`src/sv/wbps_pkg.sv`:
```
// Package for the wildcard byte pattern scanner.
// Holds window sizes, register map codes and the configuration struct.
// No dependencies.
package wbps_pkg;

    localparam int WIN_DEPTH = 16;
    localparam int IDX_W     = 4;
    localparam int LEN_W     = 5;
    localparam int CAP_BYTES = 8;
    localparam int ADDR_W    = 6;

    localparam logic [2:0] REG_PAT_LOW  = 3'd0;
    localparam logic [2:0] REG_PAT_HIGH = 3'd1;
    localparam logic [2:0] REG_SKIP     = 3'd2;
    localparam logic [2:0] REG_CAPTURE  = 3'd3;
    localparam logic [2:0] REG_LENGTH   = 3'd4;
    localparam logic [2:0] REG_MODE     = 3'd5;
    localparam logic [2:0] REG_BASE     = 3'd6;

    localparam logic MODE_ADDRESS = 1'b0;
    localparam logic MODE_CAPTURE = 1'b1;

    typedef struct packed {
        logic [63:0]          pat_low;
        logic [63:0]          pat_high;
        logic [WIN_DEPTH-1:0] skip_mask;
        logic [WIN_DEPTH-1:0] capture_mask;
        logic [LEN_W-1:0]     pattern_length;
        logic                 result_mode;
        logic [63:0]          base_address;
    } cfg_t;

endpackage

```
`src/sv/wbps_regs.sv`:
```
// Configuration register file of the wildcard byte pattern scanner.
// APB-style write/read port; depends on wbps_pkg.
module wbps_regs (
    input  logic                       aclk,
    input  logic                       aresetn,
    input  logic                       psel,
    input  logic                       penable,
    input  logic                       pwrite,
    input  logic [wbps_pkg::ADDR_W-1:0] paddr,
    input  logic [63:0]                pwdata,
    output logic [63:0]                prdata,
    output logic                       pready,
    output wbps_pkg::cfg_t             cfg
);

    wbps_pkg::cfg_t cfg_reg;
    logic           wr_en;
    logic [2:0]     reg_idx;

    assign pready  = 1'b1;
    assign reg_idx = paddr[5:3];
    assign wr_en   = psel & penable & pwrite;
    assign cfg     = cfg_reg;

    always_ff @(posedge aclk) begin
        if (!aresetn) begin
            cfg_reg.pat_low        <= 64'd0;
            cfg_reg.pat_high       <= 64'd0;
            cfg_reg.skip_mask      <= '0;
            cfg_reg.capture_mask   <= '0;
            cfg_reg.pattern_length <= wbps_pkg::LEN_W'(1);
            cfg_reg.result_mode    <= wbps_pkg::MODE_ADDRESS;
            cfg_reg.base_address   <= 64'd0;
        end else if (wr_en) begin
            case (reg_idx)
                wbps_pkg::REG_PAT_LOW:  cfg_reg.pat_low        <= pwdata;
                wbps_pkg::REG_PAT_HIGH: cfg_reg.pat_high       <= pwdata;
                wbps_pkg::REG_SKIP:     cfg_reg.skip_mask      <= pwdata[15:0];
                wbps_pkg::REG_CAPTURE:  cfg_reg.capture_mask   <= pwdata[15:0];
                wbps_pkg::REG_LENGTH:   cfg_reg.pattern_length <= pwdata[4:0];
                wbps_pkg::REG_MODE:     cfg_reg.result_mode    <= pwdata[0];
                wbps_pkg::REG_BASE:     cfg_reg.base_address   <= pwdata;
                default: ;
            endcase
        end
    end

    always_comb begin
        case (reg_idx)
            wbps_pkg::REG_PAT_LOW:  prdata = cfg_reg.pat_low;
            wbps_pkg::REG_PAT_HIGH: prdata = cfg_reg.pat_high;
            wbps_pkg::REG_SKIP:     prdata = {48'd0, cfg_reg.skip_mask};
            wbps_pkg::REG_CAPTURE:  prdata = {48'd0, cfg_reg.capture_mask};
            wbps_pkg::REG_LENGTH:   prdata = {59'd0, cfg_reg.pattern_length};
            wbps_pkg::REG_MODE:     prdata = {63'd0, cfg_reg.result_mode};
            wbps_pkg::REG_BASE:     prdata = cfg_reg.base_address;
            default:                prdata = 64'd0;
        endcase
    end

endmodule

```
`src/sv/wildcard_byte_pattern_scanner.sv`:
```
// Top level of the wildcard byte pattern scanner: window, compare, result pipeline.
// Depends on wbps_pkg and wbps_regs.
//
//  channel   dir  handshake           content
//  s_        in   s_tvalid/s_tready   tdata = data_byte, tlast = last
//  m_        out  m_tvalid/m_tready   tdata = value, tuser = found
//  apb       in   psel/penable/pready configuration registers, 8-byte stride
//
// One byte per cycle while s_tready is high; the window shift and the compare
// finish in the accept cycle. A result passes a capture/address stage, then the
// output register. Reset is synchronous; the region state and the pipeline clear.
// s_tready drops only while both the capture stage and the output register are held.
module wildcard_byte_pattern_scanner (
    input  logic                        aclk,
    input  logic                        aresetn,
    input  logic                        s_tvalid,
    output logic                        s_tready,
    input  logic [7:0]                  s_tdata,   // [7:0] data_byte
    input  logic                        s_tlast,
    output logic                        m_tvalid,
    input  logic                        m_tready,
    output logic [63:0]                 m_tdata,   // [63:0] value
    output logic [0:0]                  m_tuser,   // [0] found
    input  logic                        psel,
    input  logic                        penable,
    input  logic                        pwrite,
    input  logic [wbps_pkg::ADDR_W-1:0] paddr,
    input  logic [63:0]                 pwdata,
    output logic [63:0]                 prdata,
    output logic                        pready
);

    localparam int D = wbps_pkg::WIN_DEPTH;

    wbps_pkg::cfg_t cfg;

    wbps_regs u_regs (
        .aclk    (aclk),
        .aresetn (aresetn),
        .psel    (psel),
        .penable (penable),
        .pwrite  (pwrite),
        .paddr   (paddr),
        .pwdata  (pwdata),
        .prdata  (prdata),
        .pready  (pready),
        .cfg     (cfg)
    );

    // region state
    logic [7:0]                 win_reg  [D];
    logic [7:0]                 win_next [D];
    logic [wbps_pkg::LEN_W-1:0] seen_reg, seen_next;
    logic [wbps_pkg::LEN_W-1:0] seen_inc;
    logic [63:0]                offset_reg, offset_next;
    logic                       reported_reg, reported_next;

    // capture/address stage
    logic                       s2_valid_reg, s2_valid_next;
    logic                       s2_found_reg;
    logic                       s2_mode_reg;
    logic [7:0]                 s2_aligned_reg [D];
    logic [D-1:0]               s2_cap_reg;
    logic [63:0]                s2_base_reg;
    logic [63:0]                s2_start_reg;

    // output register
    logic                       m_valid_reg, m_valid_next;
    logic                       m_found_reg;
    logic [63:0]                m_value_reg;

    logic                       s_acc, out_free, s2_load;
    logic [wbps_pkg::LEN_W-1:0] len;
    logic [D-1:0]               len_mask;
    logic [7:0]                 aligned [D];
    logic [7:0]                 lit     [D];
    logic                       match;
    logic [63:0]                start_off;
    logic [63:0]                cap_value;
    logic [63:0]                s2_value;

    assign out_free = !m_valid_reg || m_tready;
    assign s_tready = !s2_valid_reg || out_free;
    assign s_acc    = s_tvalid && s_tready;

    // effective pattern length, 1..16
    always_comb begin
        if (cfg.pattern_length == '0) begin
            len = wbps_pkg::LEN_W'(1);
        end else if (cfg.pattern_length > wbps_pkg::LEN_W'(D)) begin
            len = wbps_pkg::LEN_W'(D);
        end else begin
            len = cfg.pattern_length;
        end
    end

    always_comb begin
        win_next[0] = s_tdata;
        for (int i = 1; i < D; i++) begin
            win_next[i] = win_reg[i-1];
        end
    end

    // bytes seen including the one being accepted, saturating at the depth
    assign seen_inc = (seen_reg < wbps_pkg::LEN_W'(D)) ? seen_reg + wbps_pkg::LEN_W'(1)
                                                       : seen_reg;

    // pattern position p sits at window index len-1-p
    always_comb begin
        logic [wbps_pkg::LEN_W-1:0] idx;
        match = (seen_inc >= len);
        for (int p = 0; p < D; p++) begin
            idx         = len - wbps_pkg::LEN_W'(1) - wbps_pkg::LEN_W'(p);
            len_mask[p] = (wbps_pkg::LEN_W'(p) < len);
            aligned[p]  = win_next[idx[wbps_pkg::IDX_W-1:0]];
            lit[p]      = (p < 8) ? cfg.pat_low[8*(p%8) +: 8] : cfg.pat_high[8*(p%8) +: 8];
            if (len_mask[p] && !cfg.capture_mask[p] && !cfg.skip_mask[p] &&
                aligned[p] != lit[p]) begin
                match = 1'b0;
            end
        end
    end

    assign start_off = offset_reg - 64'(len - wbps_pkg::LEN_W'(1));
    assign s2_load   = s_acc && !reported_reg && (match || s_tlast);

    always_comb begin
        seen_next     = seen_reg;
        reported_next = reported_reg;
        offset_next   = offset_reg;
        if (s_acc) begin
            offset_next = offset_reg + 64'd1;
            if (!reported_reg) begin
                seen_next     = seen_inc;
                reported_next = match;
            end
            if (s_tlast) begin
                seen_next     = '0;
                offset_next   = 64'd0;
                reported_next = 1'b0;
            end
        end
    end

    always_ff @(posedge aclk) begin
        if (!aresetn) begin
            seen_reg     <= '0;
            offset_reg   <= 64'd0;
            reported_reg <= 1'b0;
            for (int i = 0; i < D; i++) begin
                win_reg[i] <= 8'd0;
            end
        end else begin
            seen_reg     <= seen_next;
            offset_reg   <= offset_next;
            reported_reg <= reported_next;
            if (s_acc && (s_tlast || !reported_reg)) begin
                for (int i = 0; i < D; i++) begin
                    win_reg[i] <= s_tlast ? 8'd0 : win_next[i];
                end
            end
        end
    end

    // capture stage
    assign s2_valid_next = s2_load ? 1'b1 : (out_free ? 1'b0 : s2_valid_reg);

    always_ff @(posedge aclk) begin
        if (!aresetn) begin
            s2_valid_reg <= 1'b0;
        end else begin
            s2_valid_reg <= s2_valid_next;
        end
        if (s2_load) begin
            s2_found_reg <= match;
            s2_mode_reg  <= cfg.result_mode;
            s2_cap_reg   <= cfg.capture_mask & len_mask;
            s2_base_reg  <= cfg.base_address;
            s2_start_reg <= start_off;
            for (int p = 0; p < D; p++) begin
                s2_aligned_reg[p] <= aligned[p];
            end
        end
    end

    // capture slots packed little-endian by rank among the slots
    always_comb begin
        logic [wbps_pkg::LEN_W-1:0] rank;
        cap_value = 64'd0;
        for (int p = 0; p < D; p++) begin
            rank = wbps_pkg::LEN_W'($countones(s2_cap_reg & ((D'(1) << p) - D'(1))));
            if (s2_cap_reg[p] && rank < wbps_pkg::LEN_W'(wbps_pkg::CAP_BYTES)) begin
                cap_value = cap_value | (64'(s2_aligned_reg[p]) << (8 * rank[2:0]));
            end
        end
    end

    always_comb begin
        if (!s2_found_reg) begin
            s2_value = 64'd0;
        end else if (s2_mode_reg == wbps_pkg::MODE_CAPTURE) begin
            s2_value = cap_value;
        end else begin
            s2_value = s2_base_reg + s2_start_reg;
        end
    end

    // output register
    assign m_valid_next = (s2_valid_reg && out_free) ? 1'b1 : (m_tready ? 1'b0 : m_valid_reg);

    always_ff @(posedge aclk) begin
        if (!aresetn) begin
            m_valid_reg <= 1'b0;
        end else begin
            m_valid_reg <= m_valid_next;
        end
        if (s2_valid_reg && out_free) begin
            m_found_reg <= s2_found_reg;
            m_value_reg <= s2_value;
        end
    end

    assign m_tvalid   = m_valid_reg;
    assign m_tdata    = m_value_reg;
    assign m_tuser[0] = m_found_reg;

    a_seen_bound: assert property (@(posedge aclk) disable iff (!aresetn)
        seen_reg <= wbps_pkg::LEN_W'(D))
        else $error("bytes seen beyond window depth");

    a_last_rearms: assert property (@(posedge aclk) disable iff (!aresetn)
        s_acc && s_tlast |=> seen_reg == '0 && !reported_reg && offset_reg == 64'd0)
        else $error("region state not cleared after last");

    a_no_result_after_match: assert property (@(posedge aclk) disable iff (!aresetn)
        s_acc && reported_reg |-> !s2_load)
        else $error("second result in one region");

    a_not_found_zero: assert property (@(posedge aclk) disable iff (!aresetn)
        m_valid_reg && !m_found_reg |-> m_value_reg == 64'd0)
        else $error("not-found result with nonzero value");

    a_load_needs_room: assert property (@(posedge aclk) disable iff (!aresetn)
        s2_load |-> (!s2_valid_reg || out_free))
        else $error("capture stage overwritten");

endmodule
```
`config.mk`:
```
export PLATFORM = sky130hd
export DESIGN_NAME = wildcard_byte_pattern_scanner
export DESIGN_NICKNAME = d
export VERILOG_FILES = /design/src/sv/wbps_pkg.sv /design/src/sv/wbps_regs.sv /design/src/sv/wildcard_byte_pattern_scanner.sv
export SDC_FILE = /design/constraint.sdc
export NUM_CORES = 2
export LEC_CHECK = 0
export BUFFER_PORTS_ARGS = -buffer_cell sky130_fd_sc_hd__buf_2
export CAP_MARGIN = 20
export CORE_AREA = 2 2 334 468
export DETAILED_ROUTE_END_ITERATION = 12
export DIE_AREA = 0 0 336 470
export GPL_TIMING_DRIVEN = 1
export SLEW_MARGIN = 20
export SYNTH_ARGS = -nofsm -noshare
export SYNTH_HDL_FRONTEND = slang
export SYNTH_SLANG_ARGS = --single-unit
```
`constraint.sdc`:
```
create_clock -name aclk -period 33.5 [get_ports aclk]
set_clock_uncertainty 0.2 [all_clocks]
set_input_delay 1.675 -clock aclk [delete_from_list [all_inputs] [get_ports aclk]]
set_output_delay 1.675 -clock aclk [all_outputs]
set_load 0.02 [all_outputs]
```
Word level (Yosys, flattened, before mapping)
Memories as Yosys holds them, arrays and structs flattened.
Cells that the tools add are included.
Operators by class
  bitwise logic cells: 50
  eq/ne operators: 23
  shift operators: 15
  order comparisons: 50
  reductions and logical operators: 119
  add/sub/neg operators: 49
  muxes and demuxes: 132
Operators with widths (number)
  $mux 64: 17
  $or 64x64->64: 15
  $shl 8x6->64: 14
  $mux 8: 65
  $bmux 8 s4: 16
  $pmux 64 s7: 1
  $ne 8x8->1: 16
  $ge 5x5->1 const B: 16
  $not 4->5: 16
  $lt 5x4->1 const B: 14
  $logic_and 1x1->1: 68
  $add 64x1->64 const B: 1
  $add 64x64->64: 1
  $shl 8x4->64: 1
  $sub 64x64->64: 1
  $add 5x5->5: 9
  $lt 4x5->1 const A: 8
  $logic_not 1->1: 35
  $sub 4x4->4 const B: 8
  $mux 1: 28
  $mux 5: 5
  $add 5x1->5: 4
  $lt 3x5->1 const A: 4
  $and 16x16->16: 1
  27 further kinds: 74
Storage, ports and cells
  memories: 2
  bits in registers: 513
  bits in writable memories: 256
  input bits: 86
  output and inout bits: 132
  word-level logic and storage cells: 459
Memories
  s2_aligned_reg: words 16, bits a word 8, read ports 16, clocked after memory_dff 0, wr ports 16, RTL line wildcard_byte_pattern_scanner.sv:62  | logic [7:0] s2_aligned_reg [D];
  win_reg: words 16, bits a word 8, read ports 15, clocked after memory_dff 0, wr ports 16, RTL line wildcard_byte_pattern_scanner.sv:51  | logic [7:0] win_reg [D];

Depth between registers and ports, before layout
An unclocked memory read counts as a cell.
  depth in word-level cells: 33
  mapped depth: 25
  mapped depth without buffers: 20

By module
A second synthesis with hierarchy kept.
Unflattened totals
  cell total of the unflattened synthesis: 4996
  area, all modules: 51770.9 um^2
Modules (own cells, without submodules)
  wildcard_byte_pattern_scanner: area each 41449.8 um^2, times used 1, sequential area each 15224.6 um^2, cells each 3964
  wbps_regs: area each 10321.1 um^2, times used 1, sequential area each 4604.4 um^2, cells each 1032

Least setup slack after synthesis
Ideal clock, no wire load.
  path type: register -> register
  start point: reg u_regs.cfg_reg (netlist bit u_regs.cfg[67])
  end point: mem s2_aligned_reg[0][0] (enable)
  cell stages (with the launch flop): 25
  setup time: 983 ps
  data arrival time: 17720 ps
  data required time: 32317 ps
  clock period less this slack: 18903 ps
  path buffers: 7
  setup slack: 14597 ps
  cells stage by stage: dfxtp_1 -> buf_6 -> nor3_2 -> nor2_1 -> nor2_2 -> inv_2 -> buf_4 -> buf_6 -> buf_2 -> ha_1 -> xnor2_4 -> inv_2 -> buf_4 -> buf_1 -> ha_1 -> xnor2_4 -> buf_4 -> mux4_2 -> xor2_1 -> nor4_1 -> a2111oi_0 -> or3_1 -> clkinv_1 -> nand3_1 -> a21boi_1
RTL lines
  from (decl): RTL line wbps_regs.sv:16  | wbps_pkg::cfg_t cfg_reg;
  to (decl): RTL line wildcard_byte_pattern_scanner.sv:62

==> summary.txt <==
Logic synthesis
  – Yosys warnings: 0
  – Synth Register Bits: 761
  – Cells after Synth: 5077
  – Post-synth top area cell: edfxtp_1
  – Top cells by count, synth: nand2_1 (778), edfxtp_1 (459), dfxtp_1 (302)
  – Sequential area share after synthesis: 0.393
  – Async set or reset register ratio after synthesis: 0
  – Top cell type's share of synthesized area: 0.273
  – Most frequent cell after synthesis: nand2_1
  – Count of cell types in the netlist: 88
  – Top post-synthesis cells by area: edfxtp_1 (27%), dfxtp_1 (12%), mux4_2 (8.7%)
  – Post-synth EDFFs: around 460
  – Post-synth top flop: edfxtp_1
  – Avg Cell Area, Syn: approximately 9.9 um2
  – Post-Synthesis Cell Area: 50500 um2
  – Syn nets: 5370

Cells and area
  – Max FFs per register: 230
  – Fillers: 15400
  – Layout Area Growth over Synthesis: 11.5%
  – Share of cells above drive strength 1: 0.138
  – Post-layout net count: 5383
  – Area of the multi-input gates: 29100 um2
  – Register area: 19800 um2
  – Final design utilization: 0.365

Clock tree
  – Root Driver: clkbuf_16
  – Cts hold-fix bufs: 0
  – CTS Buf Count: 82
  – H-Tree Level Count: 3
  – Cts repair resizes: 0
  – Clock sinks: 761
  – Clock buffer depth: 3
  – Clock Latency Late Sink: 740 ps
  – Reg clk slew, reported paths: 70 ps
  – Setup Buffers After CTS: 0
  – CTS tree: done

Run status
  – Status: finished clean

Pwr
  – Sw Share: 0.325
  – Net Switching: 0.855 mW
  – Logic pwr share: 0.214
  – Sequential cell fraction of total power: 0.418
  – Tot Pwr: 2.63 mW
  – Pwr dens: 46.7 nW/um2
  – P_leak: about 21 nW
  – Power share of the clock group: 0.367
  – IR drop worst, VDD: 0.0471 mV
  – Internal power: roughly 1.8 mW

Min path
  – Worst min path class: register to register

Flow run
  – Maxcap violations: 0

STA
  – Fmax: 106 MHz
  – Setup TNS: 0 ps
  – Max_slew headroom: 0.147
  – Final hold violations: 0
  – Post-route setup slack: 24030 ps
  – Tmin final: between 9000 and 10000 ps
  – Max Slew Vio Count: 0
  – Endpoints failing setup: 0
  – RSZ-0062 raised after global routing: no
  – Slew @ Worst Pin: approximately 1200 ps
  – Final Cycle Share: 0.283
  – Final hold slack: 256 ps

Placement
  – Final HPWL DP: 171000 um
  – Dpl ws: 24070 ps
  – PortBufs: roughly 210
  – Gpl congestion: 1.06

Global route
  – Initial antenna violation count: 22
  – Pin count of the biggest net entering global routing: 130
  – GRT Total Usage: 0.279
  – Grt ovf: 0
  – First-pass GRT wire length: about 310000 um
  – Number of global-route vias before repair: about 42000

Routing
  – Final routed DRC violation total: 0
  – Antenna viol nets, final: 0
  – Detailed Routing Iterations Pass 1: 11
  – Drt via density: 6.14
  – Wire per inst: 31.1 um
  – Vias after detailed routing: 44500
  – Initial detailed-routing violation count: 6067
  – WL final: 225000 um

Floorplan
  – Io pins: 218
  – Num rows: 171
  – Die extent in x: 336 um
  – Die span in y: 470 um
  – Core Region: 154000 um2
  – Initial Utilization: 0.327
  – Die area: 158000 um2

Setup path
  – Crit Path Class: register to register
  – Worst EP arrival: 9600 ps
  – Critical Path Source Type: register
  – Setup crit end kind: register
  – Worst-path fanout max: 78
  – Crit path required time: roughly 34000 ps
==> layer usage <==
| layer | vias to the layer above | share of wire | global-route usage | wire length (um) |
|---|---|---|---|---|
| li1 | 19300 | - | - | - |
| met1 | 21900 | 0.36 | 0.335 | 81500 |
| met2 | 2697 | 0.45 | 0.437 | 101000 |
| met3 | 629 | 0.099 | 0.0606 | 22400 |
| met4 | 16 | 0.088 | 0.208 | 19800 |
| met5 | - | 0.00052 | 0 | 118 |
==> final timing paths <==
kind	slack [ps]	cells past startpoint	endpoint	startpoint
worst max-delay path	24030	20	s2_cap_reg[13]$_DFFE_PP_	u_regs.cfg[69]$_SDFFE_PN0P_
worst min-delay path	260	0	s2_base_reg[23]$_DFFE_PP_	u_regs.cfg[23]$_SDFFE_PN0P_
worst max register to register	24030	20	s2_cap_reg[13]$_DFFE_PP_	u_regs.cfg[69]$_SDFFE_PN0P_
worst min register to register	260	0	s2_base_reg[23]$_DFFE_PP_	u_regs.cfg[23]$_SDFFE_PN0P_
==> cell usage in the layout (no fill, tap or decap), drive strengths merged, types with 27 or more instances in the layout <==
cell    instances
nor4           32
clkinv         29
a21oi         197
a221o          82
nand4          63
a21boi        230
mux2i         108
a222oi         53
a21o          101
nand2         779
o21ai         149
inv            99
nand3         137
nor2b          55
mux4          194
and3          112
nand2b         62
a211oi         38
and2           55
nor2          257
a22oi         174
a31oi          27
ha            185
edfxtp        459
nor3           71
buf           281
a221oi        137
xor2          191
dfxtp         302
xnor2         131
clkbuf        100
==> layout make-up <==
cell class,count,share of cell area
flip-flops and latches,761,0.352
clock inverters,52,0.0115
well taps,2076,0.0461
multi-input cells,3874,0.517
repair buffers,281,0.0281
clock buffers,100,0.0390
inverters,90,0.00613
diodes,6,0.000267
==> stage by stage <==
step	instances	area [um2]
after global routing	7237	56300
after global placement	7081	53400
final	7240	56300
after CTS	7233	56300
after floorplan	5077	50500
after detailed placement	7081	53400
==> cells by family after synthesis <==
kind of cell / synth area share
compound gates: 0.193
xor+xnor: 0.0577
fa+ha+maj: 0.0550
buf+inv: 0.0348
flops: 0.393
mux: 0.112
other cells: 0.0000743
simple gates: 0.154
==> critical path: stages (launching register included) <==
cell and delay, ps:
dfxtp_1 310, buf_4 260, inv_2 120, nand2_2 120
buf_4 650, ha_1 430, a21boi_0 150, o21ai_2 540
nor2_4 100, buf_4 410, xnor2_4 790, mux4_2 670
xor2_1 170, nor4_1 810, a2111oi_0 240, nor2_1 190
and4_1 610, nand3_1 330, a21boi_4 240, buf_4 720
buf_4 880
==> power groups by stage <==
stage               logic [mW]  registers (mW)  clock network, mW
finish                   0.564            1.10              0.965
global route             0.593            1.10               1.01
CTS                      0.545            1.09              0.977
detailed placement       0.543            1.11                  0
global placement         0.537            1.11                  0
floorplan                0.353            1.09                  0
(Power assumes the default switching activity.)
